[src/rtl/tcw_pkg.sv]
// Package for the text console writer: geometry constants, byte codes,
// sequencer states and the structs passed between its modules.
// No dependencies; every other file of the block imports it.
`default_nettype none

package tcw_pkg;

    // Screen geometry.
    localparam int COLUMNS    = 80;
    localparam int ROWS       = 25;
    localparam int CELL_COUNT = COLUMNS * ROWS;

    // Derived widths.
    localparam int ADDR_W   = $clog2(CELL_COUNT);
    localparam int CNT_W    = $clog2(CELL_COUNT + 1);
    localparam int ROW_W    = $clog2(ROWS);
    localparam int COL_W    = $clog2(COLUMNS + 1);

    // Field widths fixed by the channel definitions.
    localparam int CHAR_W   = 8;
    localparam int ATTR_W   = 4;
    localparam int CELL_W   = 16;
    localparam int CURSOR_W = 11;
    localparam int CADDR_W  = 11;
    localparam int WIDE_W   = (CNT_W > CADDR_W) ? CNT_W : CADDR_W;

    localparam logic [ATTR_W-1:0] ATTR_RESET = 4'd7;

    // Operation codes.
    localparam logic OP_PUT  = 1'b0;
    localparam logic OP_READ = 1'b1;

    // Control bytes.
    localparam logic [CHAR_W-1:0] BYTE_NUL       = 8'd0;
    localparam logic [CHAR_W-1:0] BYTE_BACKSPACE = 8'd8;
    localparam logic [CHAR_W-1:0] BYTE_NEWLINE   = 8'd10;
    localparam logic [CHAR_W-1:0] BYTE_RETURN    = 8'd13;

    typedef enum logic [3:0] {
        ST_CLEAR,
        ST_IDLE,
        ST_READ_ISSUE,
        ST_READ_TAKE,
        ST_DISPATCH,
        ST_CELL_WRITE,
        ST_SCROLL,
        ST_BS_READ,
        ST_BS_CHECK,
        ST_FIX_READ,
        ST_FIX_CHECK,
        ST_FINISH
    } tcw_state_t;

    // Where the sequencer goes once a scroll is done.
    typedef enum logic [1:0] {
        RET_FIX,
        RET_CHAR,
        RET_ROW_DEC
    } tcw_ret_t;

    typedef struct packed {
        logic              we;
        logic [ADDR_W-1:0] waddr;
        logic [CELL_W-1:0] wdata;
        logic [ADDR_W-1:0] raddr;
    } tcw_mem_req_t;

    typedef struct packed {
        logic                emit;
        logic [CURSOR_W-1:0] cursor;
        logic [CELL_W-1:0]   value;
    } tcw_result_t;

    // Cell index of a row and column, clamped to the last cell.
    function automatic logic [ADDR_W-1:0] cell_index(input logic [ROW_W-1:0] row,
                                                      input logic [COL_W-1:0] col);
        logic [CNT_W-1:0] sum;
        sum = CNT_W'(row) * CNT_W'(COLUMNS) + CNT_W'(col);
        if (sum >= CNT_W'(CELL_COUNT))
        begin
            sum = CNT_W'(CELL_COUNT - 1);
        end
        return sum[ADDR_W-1:0];
    endfunction

endpackage

`default_nettype wire

[src/rtl/tcw_channels.sv]
// Valid/ready channel interfaces of the text console writer: input items,
// results and the attribute register write channel. Depends on tcw_pkg.
`default_nettype none

interface tcw_item_if
    import tcw_pkg::*;
();
    logic               valid;
    logic               ready;
    logic               op;
    logic [CHAR_W-1:0]  char_byte;
    logic               string_end;
    logic [CADDR_W-1:0] cell_address;

    modport source (output valid, op, char_byte, string_end, cell_address, input ready);
    modport sink   (input valid, op, char_byte, string_end, cell_address, output ready);
endinterface


`default_nettype wire

[src/rtl/tcw_sequencer.sv]
// Sequencer of the text console writer: cursor state, the clearing pass,
// scroll copy, backspace scan and end-of-string fixup. Depends on tcw_pkg
// and tcw_channels.
`default_nettype none

module tcw_sequencer
    import tcw_pkg::*;
(
    input  wire logic              clk,
    input  wire logic              rst_n,
    tcw_item_if.sink               item,
    input  wire logic [ATTR_W-1:0] attribute,
    input  wire logic              out_free,
    input  wire logic [CELL_W-1:0] rdata,
    output      tcw_mem_req_t      mem_req,
    output      tcw_result_t       result
);

    tcw_state_t          state_reg, state_next;
    tcw_ret_t            ret_reg, ret_next;
    logic [ROW_W-1:0]    row_reg, row_next;
    logic [COL_W-1:0]    col_reg, col_next;
    logic [CNT_W-1:0]    cnt_reg, cnt_next;
    logic [COL_W-1:0]    scan_reg, scan_next;
    logic [CHAR_W-1:0]   ch_reg, ch_next;
    logic                last_reg, last_next;
    logic [CADDR_W-1:0]  addr_reg, addr_next;
    logic [CELL_W-1:0]   value_reg, value_next;

    logic                accept;
    logic [ADDR_W-1:0]   cur_idx;
    logic [ADDR_W-1:0]   scan_idx;
    logic [CELL_W-1:0]   blank;
    logic                is_bs;
    logic                col_full;
    logic                on_bottom;
    logic                fills_last;
    logic                addr_ok;
    logic                scroll_done;
    tcw_state_t          fix_target;

    assign accept      = item.valid && item.ready;
    assign cur_idx     = cell_index(row_reg, col_reg);
    assign scan_idx    = cell_index(row_reg, scan_reg);
    assign blank       = CELL_W'({attribute, 8'h00});
    assign is_bs       = (ch_reg == BYTE_BACKSPACE);
    assign col_full    = (col_reg >= COL_W'(COLUMNS));
    assign on_bottom   = (row_reg == ROW_W'(ROWS - 1));
    assign fills_last  = ((col_reg + COL_W'(1)) == COL_W'(COLUMNS)) && on_bottom;
    assign addr_ok     = WIDE_W'(item.cell_address) < WIDE_W'(CELL_COUNT);
    assign scroll_done = (cnt_reg == CNT_W'(CELL_COUNT));
    assign fix_target  = last_reg ? ST_FIX_READ : ST_FINISH;

    // Next state.
    always_comb
    begin
        state_next = state_reg;
        case (state_reg)
            ST_CLEAR:
            begin
                if (cnt_reg == CNT_W'(CELL_COUNT - 1))
                begin
                    state_next = ST_IDLE;
                end
            end
            ST_IDLE:
            begin
                if (accept)
                begin
                    if (item.op == OP_READ)
                    begin
                        state_next = addr_ok ? ST_READ_ISSUE : ST_FINISH;
                    end
                    else
                    begin
                        state_next = ST_DISPATCH;
                    end
                end
            end
            ST_READ_ISSUE: state_next = ST_READ_TAKE;
            ST_READ_TAKE:  state_next = ST_FINISH;
            ST_DISPATCH:
            begin
                case (ch_reg)
                    BYTE_NEWLINE:   state_next = on_bottom ? ST_SCROLL : fix_target;
                    BYTE_RETURN:    state_next = fix_target;
                    BYTE_NUL:       state_next = fix_target;
                    BYTE_BACKSPACE:
                    begin
                        if (col_reg != '0)
                        begin
                            state_next = ST_CELL_WRITE;
                        end
                        else if (row_reg != '0)
                        begin
                            state_next = ST_BS_READ;
                        end
                        else
                        begin
                            state_next = fix_target;
                        end
                    end
                    default:
                    begin
                        state_next = (col_full && on_bottom) ? ST_SCROLL : ST_CELL_WRITE;
                    end
                endcase
            end
            ST_CELL_WRITE:
            begin
                if (!is_bs && fills_last)
                begin
                    state_next = ST_SCROLL;
                end
                else
                begin
                    state_next = fix_target;
                end
            end
            ST_SCROLL:
            begin
                if (scroll_done)
                begin
                    state_next = (ret_reg == RET_CHAR) ? ST_CELL_WRITE : fix_target;
                end
            end
            ST_BS_READ: state_next = ST_BS_CHECK;
            ST_BS_CHECK:
            begin
                if (rdata[7:0] == BYTE_NUL || scan_reg == COL_W'(COLUMNS - 1))
                begin
                    state_next = ST_CELL_WRITE;
                end
                else
                begin
                    state_next = ST_BS_READ;
                end
            end
            ST_FIX_READ:  state_next = ST_FIX_CHECK;
            ST_FIX_CHECK: state_next = ST_FINISH;
            ST_FINISH:
            begin
                if (out_free)
                begin
                    state_next = ST_IDLE;
                end
            end
            default: state_next = ST_IDLE;
        endcase
    end

    // Cursor, counters and the latched item.
    always_comb
    begin
        ret_next   = ret_reg;
        row_next   = row_reg;
        col_next   = col_reg;
        cnt_next   = cnt_reg;
        scan_next  = scan_reg;
        ch_next    = ch_reg;
        last_next  = last_reg;
        addr_next  = addr_reg;
        value_next = value_reg;
        case (state_reg)
            ST_CLEAR: cnt_next = cnt_reg + CNT_W'(1);
            ST_IDLE:
            begin
                if (accept)
                begin
                    ch_next    = item.char_byte;
                    last_next  = item.string_end;
                    addr_next  = item.cell_address;
                    value_next = '0;
                end
            end
            ST_READ_TAKE: value_next = rdata;
            ST_DISPATCH:
            begin
                case (ch_reg)
                    BYTE_NEWLINE:
                    begin
                        col_next = '0;
                        if (on_bottom)
                        begin
                            cnt_next = '0;
                            ret_next = RET_FIX;
                        end
                        else
                        begin
                            row_next = row_reg + ROW_W'(1);
                        end
                    end
                    BYTE_RETURN: col_next = '0;
                    BYTE_NUL:    col_next = col_reg;
                    BYTE_BACKSPACE:
                    begin
                        if (col_reg != '0)
                        begin
                            col_next = col_reg - COL_W'(1);
                        end
                        else if (row_reg != '0)
                        begin
                            row_next  = row_reg - ROW_W'(1);
                            scan_next = '0;
                        end
                    end
                    default:
                    begin
                        // A character after the last column wraps first.
                        if (col_full)
                        begin
                            col_next = '0;
                            if (on_bottom)
                            begin
                                cnt_next = '0;
                                ret_next = RET_CHAR;
                            end
                            else
                            begin
                                row_next = row_reg + ROW_W'(1);
                            end
                        end
                    end
                endcase
            end
            ST_CELL_WRITE:
            begin
                if (!is_bs)
                begin
                    col_next = col_reg + COL_W'(1);
                    if (fills_last)
                    begin
                        cnt_next = '0;
                        ret_next = RET_ROW_DEC;
                    end
                end
            end
            ST_SCROLL:
            begin
                cnt_next = cnt_reg + CNT_W'(1);
                if (scroll_done && ret_reg == RET_ROW_DEC)
                begin
                    row_next = row_reg - ROW_W'(1);
                end
            end
            ST_BS_CHECK:
            begin
                if (rdata[7:0] == BYTE_NUL || scan_reg == COL_W'(COLUMNS - 1))
                begin
                    col_next = scan_reg;
                end
                else
                begin
                    scan_next = scan_reg + COL_W'(1);
                end
            end
            default: value_next = value_reg;
        endcase
    end

    // Memory requests, handshake and result.
    always_comb
    begin
        item.ready    = (state_reg == ST_IDLE);
        mem_req.we    = 1'b0;
        mem_req.waddr = cur_idx;
        mem_req.wdata = blank;
        mem_req.raddr = cur_idx;
        result.emit   = 1'b0;
        result.cursor = CURSOR_W'(cur_idx);
        result.value  = value_reg;
        case (state_reg)
            ST_CLEAR:
            begin
                mem_req.we    = 1'b1;
                mem_req.waddr = cnt_reg[ADDR_W-1:0];
                mem_req.wdata = '0;
            end
            ST_READ_ISSUE: mem_req.raddr = ADDR_W'(addr_reg);
            ST_CELL_WRITE:
            begin
                mem_req.we    = 1'b1;
                mem_req.wdata = is_bs ? blank : (blank | CELL_W'(ch_reg));
            end
            ST_SCROLL:
            begin
                // Read one row ahead, write the previous read one row up;
                // the bottom row is filled with zero.
                if (cnt_reg < CNT_W'(CELL_COUNT - COLUMNS))
                begin
                    mem_req.raddr = ADDR_W'(cnt_reg + CNT_W'(COLUMNS));
                end
                mem_req.we    = (cnt_reg != '0);
                mem_req.waddr = ADDR_W'(cnt_reg - CNT_W'(1));
                mem_req.wdata = (cnt_reg <= CNT_W'(CELL_COUNT - COLUMNS)) ? rdata : '0;
            end
            ST_BS_READ: mem_req.raddr = scan_idx;
            ST_FIX_CHECK: mem_req.we = (rdata[15:8] == 8'h00);
            ST_FINISH: result.emit = out_free;
            default: result.emit = 1'b0;
        endcase
    end

    always_ff @(posedge clk or negedge rst_n)
    begin
        if (!rst_n)
        begin
            state_reg <= ST_CLEAR;
            ret_reg   <= RET_FIX;
            row_reg   <= '0;
            col_reg   <= '0;
            cnt_reg   <= '0;
        end
        else
        begin
            state_reg <= state_next;
            ret_reg   <= ret_next;
            row_reg   <= row_next;
            col_reg   <= col_next;
            cnt_reg   <= cnt_next;
        end
    end

    always_ff @(posedge clk)
    begin
        scan_reg  <= scan_next;
        ch_reg    <= ch_next;
        last_reg  <= last_next;
        addr_reg  <= addr_next;
        value_reg <= value_next;
    end

endmodule

`default_nettype wire

[src/flat_wrapper.sv]
// flat-port wrapper written by rule: the top's interface ports become plain ports
module tcw_sequencer_flat import tcw_pkg::*;
  (clk, rst_n, attribute, out_free, rdata, mem_req, result, item_valid, item_op, item_char_byte, item_string_end, item_cell_address, item_ready);
  tcw_item_if item_i ();
  input  wire logic clk;
  input  wire logic rst_n;
  input  wire logic [ATTR_W-1:0] attribute;
  input  wire logic out_free;
  input  wire logic [CELL_W-1:0] rdata;
  output      tcw_mem_req_t mem_req;
  output      tcw_result_t result;
  input wire logic [$bits(item_i.valid)-1:0] item_valid;
  input wire logic [$bits(item_i.op)-1:0] item_op;
  input wire logic [$bits(item_i.char_byte)-1:0] item_char_byte;
  input wire logic [$bits(item_i.string_end)-1:0] item_string_end;
  input wire logic [$bits(item_i.cell_address)-1:0] item_cell_address;
  output wire logic [$bits(item_i.ready)-1:0] item_ready;
  assign item_i.valid = item_valid;
  assign item_i.op = item_op;
  assign item_i.char_byte = item_char_byte;
  assign item_i.string_end = item_string_end;
  assign item_i.cell_address = item_cell_address;
  assign item_ready = item_i.ready;
  tcw_sequencer u_core (.clk(clk), .rst_n(rst_n), .item(item_i), .attribute(attribute), .out_free(out_free), .rdata(rdata), .mem_req(mem_req), .result(result));
endmodule
[config.mk]
export PLATFORM = sky130hd
export DESIGN_NAME = tcw_sequencer_flat
export DESIGN_NICKNAME = d
export VERILOG_FILES = /design/src/rtl/tcw_pkg.sv /design/src/rtl/tcw_channels.sv /design/src/rtl/tcw_sequencer.sv /design/src/flat_wrapper.sv
export SDC_FILE = /design/constraint.sdc
export NUM_CORES = 1
export LEC_CHECK = 0
export ABC_AREA = 0
export BUFFER_PORTS_ARGS = -buffer_cell sky130_fd_sc_hd__buf_2
export CAP_MARGIN = 5
export CORE_MARGIN = 4
export CORE_UTILIZATION = 61
export CTS_CLUSTER_DIAMETER = 120
export DETAILED_ROUTE_END_ITERATION = 12
export PLACE_DENSITY = 0.87
export REMOVE_ABC_BUFFERS = 1
export SYNTH_ARGS = -nofsm -noshare
export SYNTH_HDL_FRONTEND = slang
export SYNTH_SLANG_ARGS = --single-unit
[constraint.sdc]
create_clock -name clk -period 8.4 [get_ports clk]
set_clock_uncertainty 0.05 [all_clocks]
set_input_delay 1.68 -clock clk [delete_from_list [all_inputs] [get_ports clk]]
set_output_delay 1.68 -clock clk [all_outputs]
set_load 0.03 [all_outputs]
Yosys cells after proc, flatten, opt, wreduce, memory -nomap -nowiden --
Index checks and enable logic that the tools add are counted.
Word-level totals: register bits after elaboration 72, input port bits 45, output and inout port bits 68, word-level logic and storage cells 164
Cells by class: $add $sub $neg 10, multipliers 1, $lt $le $gt $ge 6, equal/unequal tests 43, muxes and demuxes 59, bitwise operators 1, reductions and logical operators 34
Operators by type and width (count):
- 2-to-1 mux 11 bit | 7
- case mux 11 bit (3 select lines) | 2
- 2-to-1 mux 7 bit | 8
- 2-to-1 mux 16 bit | 3
- case mux 16 bit (3 select lines) | 1
- 2-to-1 mux 4 bit | 11
- case mux 11 bit (2 select lines) | 2
- case mux 4 bit (11 select lines) | 1
- case mux 7 bit (3 select lines) | 2
- case mux 16 bit (2 select lines) | 1
- 2-to-1 mux 5 bit | 5
- equality test 8 x 4 -> 1 bit, second input constant | 3
- logical NOT 8 bit | 3
- adder 11 x 7 -> 11 bit | 2
- equality test 11 bit, second input constant | 2
- greater-or-equal comparator 11 bit, second input constant | 2
- < comparator 11 bit, second input constant | 2
- AND reduction 6 bit | 3
- equality test 4 x 3 -> 1 bit, second input constant | 4
- equality test 4 bit, second input constant | 4
- 2-to-1 mux 2 bit | 8
- != test 2 x 1 -> 1 bit, second input constant | 8
- != test 2 bit, second input constant | 8
- case mux 5 bit (3 select lines) | 1
- 41 further kinds | 61

Longest topological paths before layout --
Gate-level depths: netlist (run 1).
word-level depth 6, depth in mapped cells 10, gate-level depth less buffers 9

Worst setup path before layout (run 1) --
OpenSTA, ideal clock, no wires.
kind register to output, from register u_core.row_reg[1], to output mem_req[27] (netlist bit), arrival time 3.495 ns, required time 6.670 ns, path slack 3.175 ns, stages on the path, launching flop included 11, path buffers 1, cell sequence dfrtp_1 ha_1 ha_1 fa_1 xnor2_1 nor3b_1 xnor3_1 and4_1 clkbuf_1 o21ai_0 a32oi_1
RTL lines:
- start, declared | RTL line tcw_sequencer.sv:21 | logic [ROW_W-1:0] row_reg, row_next;
- start signal, assigned | RTL line tcw_sequencer.sv:318 | row_reg <= row_next;
- end, declared | RTL line flat_wrapper.sv:10 | output tcw_mem_req_t mem_req;

==> impl_metrics.json, run 1 <==
{
  "routedWlPerCell_um": 20.6,
  "hold_violations": 0,
  "reg2reg_to": "u_core.col_reg[3]",
  "crit_arrival_ps": 3840,
  "drt-initial-drc-count": 637,
  "fin_setup_tns_ps": 0,
  "rsz0062_at_grt": "no",
  "yosys-top-cells-area": "edfxtp_1 (23%), dfrtp_1 (13%), ha_1 (5.6%), o21ai_0 (4.1%), nor2_1 (3.5%)",
  "worstSetupPathType": "flop to output pin",
  "powerDensity_nw_per_um2": 356,
  "cp-endpoint": "mem_req[27]",
  "cts-hold-fix-buffers": 0,
  "root_buffer": "clkbuf_8",
  "n_fill_cell": 691,
  "min_path_type": "flop to flop",
  "synth.cell_area_um2": 5580,
  "clk_latency_ps": 360,
  "numPortBuffers": 112,
  "max_cap_violations": 0,
  "seq_area_um2": 2020,
  "clk_pin_slew_ps": 90,
  "grt_pass1_wl_um": 27400,
  "outcome": "complete, no violations",
  "synth-edff-count": 43,
  "ys_async_sr_fraction_pct": 40.3,
  "numCtsBuffers": 9,
  "crit_start": "u_core.row_reg[1]",
  "cts_tree": "built",
  "final_net_count": 780,
  "clock.fmax_mhz": 179,
  "antenna_cells": 0,
  "postRouteAntennaNets": 0,
  "reg2reg_depth": 6,
  "p_clk_share_pct": 14.3,
  "drc": 0,
  "fin_crit_ps": 5570,
  "die_x_um": 104,
  "drv_slew": 0,
  "core_area_um2": 8810,
  "syn_area_per_cell_um2": 8.87,
  "intPower_mw": 1.06,
  "post_cts_buffers": 0,
  "postPlaceCellArea_um2": 6080,
  "tightest_slew_ps": 1230,
  "dr.pass1.iters": 8,
  "maxSlewHeadroom_pct": 18.0,
  "die_h_um": 104,
  "cts.sinks": 72,
  "via_count": 5667,
  "finalHoldWorstSlack_ps": 497,
  "antenna_found_initial": 0,
  "yosysSeqAreaShare_pct": 36.1,
  "htreeDepth": 3,
  "stdcell_area_um2": 6300,
  "fin_util_pct": 71.6,
  "finalCritPeriodShare_pct": 66.3,
  "yosysWarnings": 0,
  "cp_max_fo": 10,
  "crit_required_ps": 6670,
  "overflow": 0,
  "start_util_pct": 63.4,
  "vias_per_cell": 6.91,
  "grt_pass1_vias": 5326,
  "synth-seq-cells": 72,
  "min_from": "u_core.ret_reg[1]",
  "wirelength_um": 16900,
  "largest_register_ffs": 16,
  "clock_tree.buffer_depth": 2,
  "ys_types": 77,
  "reg2reg_slack_ps": 4730,
  "synth_flop_cell": "edfxtp_1",
  "r2r_start": "u_core.state_reg[3]",
  "dp_hpwl_um": 12500,
  "p_leak_nw": 2.84,
  "multi_input_area_um2": 3270,
  "yosysMostFrequentCell": "nor2_1",
  "rows": 34,
  "place.gp.congestion": 0.967,
  "dieArea_um2": 10700,
  "synth_top_area_share_pct": 23.1,
  "synth_cells": 629,
  "setup_viol_count_final": 0,
  "synth_largest_area_cell": "edfxtp_1",
  "dp_cells": 804,
  "num_io_pins": 113,
  "power.switching_mw": 1.18,
  "instances_no_fill": 820,
  "power_frac_seq_pct": 28.6,
  "drive_above_1_share_pct": 20.8,
  "grt_max_degree": 30,
  "critical_path.startpoint_type": "flop",
  "critPathCaptureType": "output pin",
  "areaGrowthSynthToFinish_pct": 12.9,
  "grt_use_total_pct": 30.9,
  "post_cts_resized": 0,
  "synth_common_cells": "nor2_1 (52), nand2_1 (51), o21ai_0 (46), edfxtp_1 (43), clkbuf_1 (34)",
  "vdd_drop_max_mv": 0.269,
  "p_comb_share_pct": 57.1,
  "p_sw_share_pct": 52.7
}
-- critical path, stage by stage (launching register included) --
cell	delay [ps]
dfrtp_1	520
ha_1	360
ha_1	230
fa_1	380
xnor2_1	500
nor3b_1	130
xnor3_1	350
and4_1	440
o21ai_0	130
a32oi_1	230
buf_2	220
-- layer usage --
metal  up-vias  share of wire [%]  global-route usage [%]
met1      2723                 39                    41.9
li1       2528                  -                       -
met4         0                2.4                    11.5
met5         -                  0                       0
met3        43                9.9                    3.92
met2       373                 49                    51.1
-- worst min path at each step --
| stage | end | slack (ps) | cells after the start |
|---|---|---|---|
| floorplan | u_core.ret_reg[1] | 430 | 1 |
| global placement | u_core.ret_reg[1] | 450 | 1 |
| detailed placement | u_core.ret_reg[1] | 470 | 1 |
| CTS | u_core.ret_reg[1] | 490 | 1 |
| global route | u_core.ret_reg[1] | 510 | 1 |
| finish | u_core.ret_reg[1] | 500 | 1 |
-- power by group through the flow --
stage	Combinational, mW	Clock, mW	Sequential (mW)
floorplan	0.816	0	0.680
global placement	1.22	0	0.638
detailed placement	1.25	0	0.644
CTS	1.26	0.319	0.637
global route	1.37	0.335	0.659
finish	1.28	0.320	0.643
-- cells in the final DEF (no fill, tap or decap), types with 4 or more instances in the layout --
cell and n:
a21o_1 7, a21oi_1 25, a221o_1 7, a222oi_1 4, a22o_1 19, a22oi_1 5
a31oi_1 6, a32oi_1 4, and2_1 8, and3_1 25, buf_2 112, clkbuf_8 9
clkinv_4 4, dfrtp_1 29, edfxtp_1 43, ha_1 25, inv_1 20, nand2_1 51
nand2b_1 5, nand3_1 29, nand4_1 11, nor2_1 52, nor2b_1 5, nor3_1 20
nor3b_1 7, nor4_1 7, o211ai_1 5, o21ai_0 46, o221ai_1 5, o22ai_1 7
o31ai_1 8, or3_1 8, xnor2_1 12, xor2_1 16
-- stage by stage --
stage | total power [mW] | setup slack, ps
5_1_grt | 2.37 | 2570
3_3_place_gp | 1.86 | 3420
6_report | 2.25 | 2830
2_1_floorplan | 1.50 | 3260
3_5_place_dp | 1.90 | 3320
4_1_cts | 2.22 | 2870
-- cell type report --
type,count,share of cell area (%)
multi-input combinational,489,51.8
sequential,72,32.0
timing repair buffer,115,9.25
tap,108,2.14
clock buffer,9,1.97
clock inverter,7,1.65
inverter,20,1.19
-- cells by family (layout without fill, tap and decap cells) --
group	count (synthesis)	count (layout)	synth area share (%)
compound gates	177	177	22.2
simple gates	253	253	24.0
mux	1	1	0.202
buf+inv	68	151	5.56
fa+ha+maj	28	28	6.68
flops	72	72	36.1
xor+xnor	30	30	5.20
Note: power is estimated with default switching activity, not from simulation.
==> run 2, diff against run 1 <==
ABC_AREA = 1   (was 0)
CORE_UTILIZATION = 57   (was 61)
PLACE_DENSITY = 0.82   (was 0.87)
clock period = 5.39 ns   (was 8.4 ns; I/O delays follow)
==> impl_metrics.json, run 2 <==
{
  "synth-seq-cells": 72,
  "post-place-ws_ps": 1330,
  "clock.fmax_mhz": 223,
  "drv_slew": 0,
  "cp.depth": 14,
  "path_cells": "ha_1, ha_1, fa_1, inv_1, nand3_1, nand2_1, nor2_1, nand2_1, nor2_1, nand2_1, nand2_1, nand2_1, o211ai_1, buf_2",
  "cts_tree": "built",
  "via_count": 5809,
  "ys_async_sr_fraction_pct": 40.3,
  "vias_per_cell": 5.60,
  "postRouteAntennaNets": 0,
  "cpMostUsedCell": "nand2_1",
  "num_io_pins": 113,
  "setup_viol_count_final": 0,
  "post_cts_buffers": 0,
  "cp.buffers_inverters": 2,
  "r2r_start": "u_core.state_reg[1]",
  "outcome": "complete, no violations",
  "whs_path_depth": 2,
  "reg2reg_depth": 8,
  "cts-hold-fix-buffers": 0,
  "maxSlewHeadroom_pct": 27.4,
  "synth_flop_cell": "edfxtp_1",
  "place.gp.congestion": 0.963,
  "powerDensity_nw_per_um2": 560,
  "vdd_drop_max_mv": 0.332,
  "synth_largest_area_cell": "edfxtp_1",
  "reg2reg_to": "u_core.cnt_reg[10]",
  "rsz0062_at_grt": "no",
  "max_cap_violations": 0,
  "critical_path.startpoint_type": "flop",
  "drt-initial-drc-count": 583,
  "finalCritPeriodShare_pct": 83.1,
  "yosys-top-cells-area": "edfxtp_1 (23%), nand2_1 (15%), dfrtp_1 (13%), inv_1 (6.1%), nand3_1 (5.9%)",
  "hold_path_end": "u_core.ret_reg[0]",
  "hold_violations": 0,
  "largest_register_ffs": 16,
  "min_path_type": "flop to flop",
  "cts.sinks": 72,
  "reg2reg_slack_ps": 2630,
  "drive_above_1_share_pct": 18.5,
  "dieArea_um2": 11700,
  "rows": 36,
  "root_buffer": "clkbuf_8",
  "grt_pass1_vias": 5245,
  "die_x_um": 108,
  "n_fill_cell": 899,
  "crit_required_ps": 4260,
  "htreeDepth": 3,
  "synth_top_area_share_pct": 22.6,
  "setup_ws_ps": 913,
  "crit_family": "adder cells",
  "routedWlPerCell_um": 15.4,
  "layout_common_cells": "nand2_1 (225), buf_2 (112), inv_1 (93)",
  "die_h_um": 108,
  "yosysWarnings": 0,
  "fin_setup_tns_ps": 0,
  "cp_max_fo": 10,
  "syn_area_per_cell_um2": 7.17,
  "synth_common_cells": "nand2_1 (225), inv_1 (93), nor2_1 (84), nand3_1 (67), o21ai_0 (50)",
  "numCtsBuffers": 9,
  "clk_latency_ps": 360,
  "overflow": 0,
  "yosysMostFrequentCell": "nand2_1",
  "tightest_slew_ps": 1090,
  "dp_hpwl_um": 12200,
  "final_common_cell": "nand2_1",
  "slowest_delay_ps": 550,
  "clock_tree.buffer_depth": 2,
  "crit_arrival_ps": 3350,
  "wirelength_um": 15900,
  "antenna_found_initial": 0,
  "critPathCaptureType": "output pin",
  "areaGrowthSynthToFinish_pct": 14.5,
  "ys_types": 50,
  "synth.cell_area_um2": 5700,
  "grt_max_degree": 30,
  "grt_pass1_wl_um": 25800,
  "core_area_um2": 9770,
  "clk_pin_slew_ps": 80,
  "fin_crit_ps": 4480,
  "dr.pass1.iters": 6,
  "start_util_pct": 58.3,
  "p_leak_nw": 3.36,
  "synth-edff-count": 43,
  "numPortBuffers": 112,
  "drc": 0,
  "worstSetupPathType": "flop to output pin",
  "antenna_cells": 0,
  "synth_cells": 795,
  "min_from": "u_core.ret_reg[0]",
  "grt_use_total_pct": 28.1,
  "yosysSeqAreaShare_pct": 35.4,
  "cp_slowest_cell": "fa_1",
  "post_cts_resized": 0,
  "final_net_count": 972
}
[run 2: cell types whose count changed in the layout (fill, tap and decap cells not counted), moves of 8 or more]
| cell | delta |
|---|---|
| or3_1 | -8 |
| inv_1 | +73 |
| a22o_1 | -19 |
| nor3_1 | -10 |
| nand2_1 | +174 |
| xnor2_1 | -9 |
| and2_1 | -8 |
| nor2_1 | +31 |
| nand3_1 | +38 |
| and3_1 | -25 |
| o31ai_1 | -8 |
[run 2: logic make-up after synthesis]
kind of cell | after synthesis | share of synthesized area [%]
and+or+nand+nor | 428 | 33.0
AOI/OAI and AO/OA | 123 | 12.9
xor gates and xnor gates | 22 | 3.38
buffers and inverters | 122 | 8.82
adders and majority gates | 28 | 6.54
DFF | 72 | 35.4
[run 2: cell type report]
| type | count | area, µm² | area share, % |
|---|---|---|---|
| Inverter | 102 | 394 | 6.04 |
| Multi-Input combinational cell | 601 | 3190 | 48.8 |
| Clock inverter | 6 | 58.8 | 0.901 |
| Tap cell | 133 | 166 | 2.55 |
| Clock buffer | 10 | 138 | 2.11 |
| Timing Repair Buffer | 113 | 568 | 8.70 |
| Sequential cell | 72 | 2020 | 30.9 |
[run 2: worst max-delay path by stage]
stage	start	endpoint	slack [ps]
2_1_floorplan	u_core.row_reg[1]	mem_req[28]	1330
3_3_place_gp	u_core.row_reg[1]	mem_req[28]	1420
3_5_place_dp	u_core.row_reg[1]	mem_req[28]	1330
4_1_cts	u_core.row_reg[1]	mem_req[28]	940
5_1_grt	u_core.row_reg[1]	mem_req[28]	600
6_report	u_core.row_reg[1]	mem_req[28]	910
[run 2: per-layer routing]
metal  track usage [%]  wire, µm  share of wire [%]
met4              9.65       436                2.7
met3              4.78      1290                8.1
met1              39.4      6740                 42
met5                 0         0                  0
met2              44.1      7450                 47
[run 2: stage by stage]
stage	std cells	cell area, µm²	utilization (%)	hold slack (ps)	total power, mW
after floorplan	775	5590	-	403	2.55
final	1037	6530	66.8	454	3.66
after detailed placement	1021	6330	64.8	434	3.18
after CTS	1037	6530	66.8	455	3.63
after global placement	1021	6330	64.8	420	3.15
after global routing	1037	6530	66.8	477	3.91
[run 2: worst min-delay path, cell delays in order, from the launching register on]
cell	delay [ps]
dfrtp_1	360
nand2_1	50
o21ai_0	60
[run 2: power by group]
part           internal, mW  switching [mW]  leakage [nW]
logic                 0.648            1.64          2.47
registers             0.770           0.152         0.791
clock network         0.223           0.217        0.0973
==> run 3, diff against run 2 <==
CORE_UTILIZATION = 51   (was 57)
PLACE_DENSITY = 0.78   (was 0.82)
clock period = 3.75 ns   (was 5.39 ns; I/O delays follow)
==> impl_metrics.json, run 3 (synthesis results as in run 2) <==
{
  "tightest_slew_ps": 1000,
  "rsz0062_at_grt": "yes",
  "crit_arrival_ps": 2920,
  "place.gp.congestion": 0.972,
  "antenna_found_initial": 0,
  "cp.buffers_inverters": 2,
  "critPathCaptureType": "output pin",
  "drv_slew": 0,
  "instances_no_fill": 1061,
  "clk_pin_slew_ps": 80,
  "postRouteAntennaNets": 0,
  "dr.pass1.iters": 7,
  "dieArea_um2": 12900,
  "worstSetupPathType": "flop to output pin",
  "num_io_pins": 113,
  "root_buffer": "clkbuf_8",
  "drive_above_1_share_pct": 24.4,
  "grt_max_degree": 30,
  "clock.fmax_mhz": 269,
  "drt-initial-drc-count": 511,
  "fin_crit_ps": 3720,
  "path_cells": "ha_1, fa_2, nand2_2, inv_2, nand2_1, nand2_1, nand2_2, nor2_4, nand2_8, nand2_4, nand2_2, nand2_1, nand2_2, buf_6",
  "final_common_cell": "nand2_1",
  "powerDensity_nw_per_um2": 818,
  "areaGrowthSynthToFinish_pct": 20.9,
  "overflow": 0,
  "vdd_drop_max_mv": 0.607,
  "largest_register_ffs": 16,
  "clk_latency_ps": 370,
  "core_area_um2": 10900,
  "antenna_cells": 0,
  "finalCritPeriodShare_pct": 99.1,
  "grt_use_total_pct": 26.2,
  "die_x_um": 114,
  "postPlaceCellArea_um2": 6430,
  "reg2reg_slack_ps": 1400,
  "p_leak_nw": 3.47,
  "cts_tree": "built",
  "setup_ws_ps": 33.3,
  "final_net_count": 989,
  "crit_family": "adder cells",
  "clock_tree.buffer_depth": 2,
  "dp_hpwl_um": 12800,
  "start_util_pct": 52.4,
  "max_cap_violations": 0,
  "post-place-ws_ps": 126,
  "layout_common_cells": "nand2_1 (205), buf_2 (103), inv_1 (91)",
  "grt_pass1_wl_um": 27000,
  "slowest_delay_ps": 640,
  "numCtsBuffers": 9,
  "finalHoldWorstSlack_ps": 391,
  "hold_violations": 0,
  "routedWlPerCell_um": 15.6,
  "via_count": 5909,
  "cts.sinks": 72,
  "cp_max_fo": 7,
  "numPortBuffers": 112,
  "grt_pass1_vias": 5775,
  "outcome": "complete, no violations",
  "maxSlewHeadroom_pct": 33.3,
  "wirelength_um": 16600,
  "setup_viol_count_final": 0,
  "stdcell_area_um2": 6890,
  "rows": 38,
  "dp_cells": 1040,
  "cpMostUsedCell": "nand2_2",
  "crit_required_ps": 2950,
  "vias_per_cell": 5.57,
  "drc": 0,
  "min_path_type": "primary input to asynchronous set/reset pin",
  "die_h_um": 114,
  "htreeDepth": 3,
  "cp_slowest_cell": "fa_2",
  "critical_path.startpoint_type": "flop"
}
==> run 3: changes by cell type in the layout (fill, tap and decap cells not counted), sizes merged <==
| cell | previous run | this run |
|---|---|---|
| buf | 113 | 129 |
| bufinv | 1 | 2 |
| clkbuf | 10 | 12 |
| clkinv | 7 | 5 |
==> run 3: final timing paths <==
| kind | startpoint | end | cells after the start |
|---|---|---|---|
| max | u_core.row_reg[2] | mem_req[5] | 14 |
| min | rst_n | u_core.row_reg[2] | 1 |
| max reg2reg | u_core.state_reg[3] | u_core.addr_reg[3] | 5 |
| min reg2reg | u_core.ret_reg[1] | u_core.ret_reg[1] | 2 |
| max in group asynchronous | rst_n | u_core.row_reg[3] | 1 |
| min in group clk | u_core.ret_reg[1] | u_core.ret_reg[1] | 2 |
==> run 3: repair_timing <==
| action | CTS | global route |
|---|---|---|
| buffers inserted | 3 | 2 |
| pin swaps | 11 | 19 |
| hold buffers | 0 | 0 |
| setup endpoints to repair | 18 | 21 |
| gates resized for setup | 19 | 49 |
==> run 3: cell type report <==
cell class / count / area [µm²]
fill: 986 / 3990
multi-input combinational: 601 / 3360
sequential: 72 / 2020
timing repair buffer: 130 / 733
inverter: 102 / 394
tap: 140 / 175
clock buffer: 11 / 131
clock inverter: 5 / 81.3
==> run 3: power breakdown <==
group | leakage (nW) | switching, mW | internal [mW]
clock | 0.104 | 0.308 | 0.375
sequential | 0.790 | 0.186 | 1.11
combinational | 2.58 | 2.52 | 1.15
total | 3.47 | 3.01 | 2.63
==> run 3: metrics by stage <==
| stage | setup TNS [ps] | power [mW] | util [%] |
|---|---|---|---|
| finish | 0 | 5.64 | 63.3 |
| global route | -353 | 6.04 | 63.3 |
| CTS | -7.67 | 5.47 | 61.8 |
| detailed placement | 0 | 4.67 | 59.1 |
| global placement | 0 | 4.63 | 59.1 |
| floorplan | 0 | 3.67 | - |
==> run 3: per-layer routing <==
metal,vias to the layer above,share of wire [%],track usage (%)
li1,2876,-,-
met1,2676,41,33.2
met2,314,45,42.6
met3,43,10,5.62
met4,0,3.4,12.7
met5,-,0,0
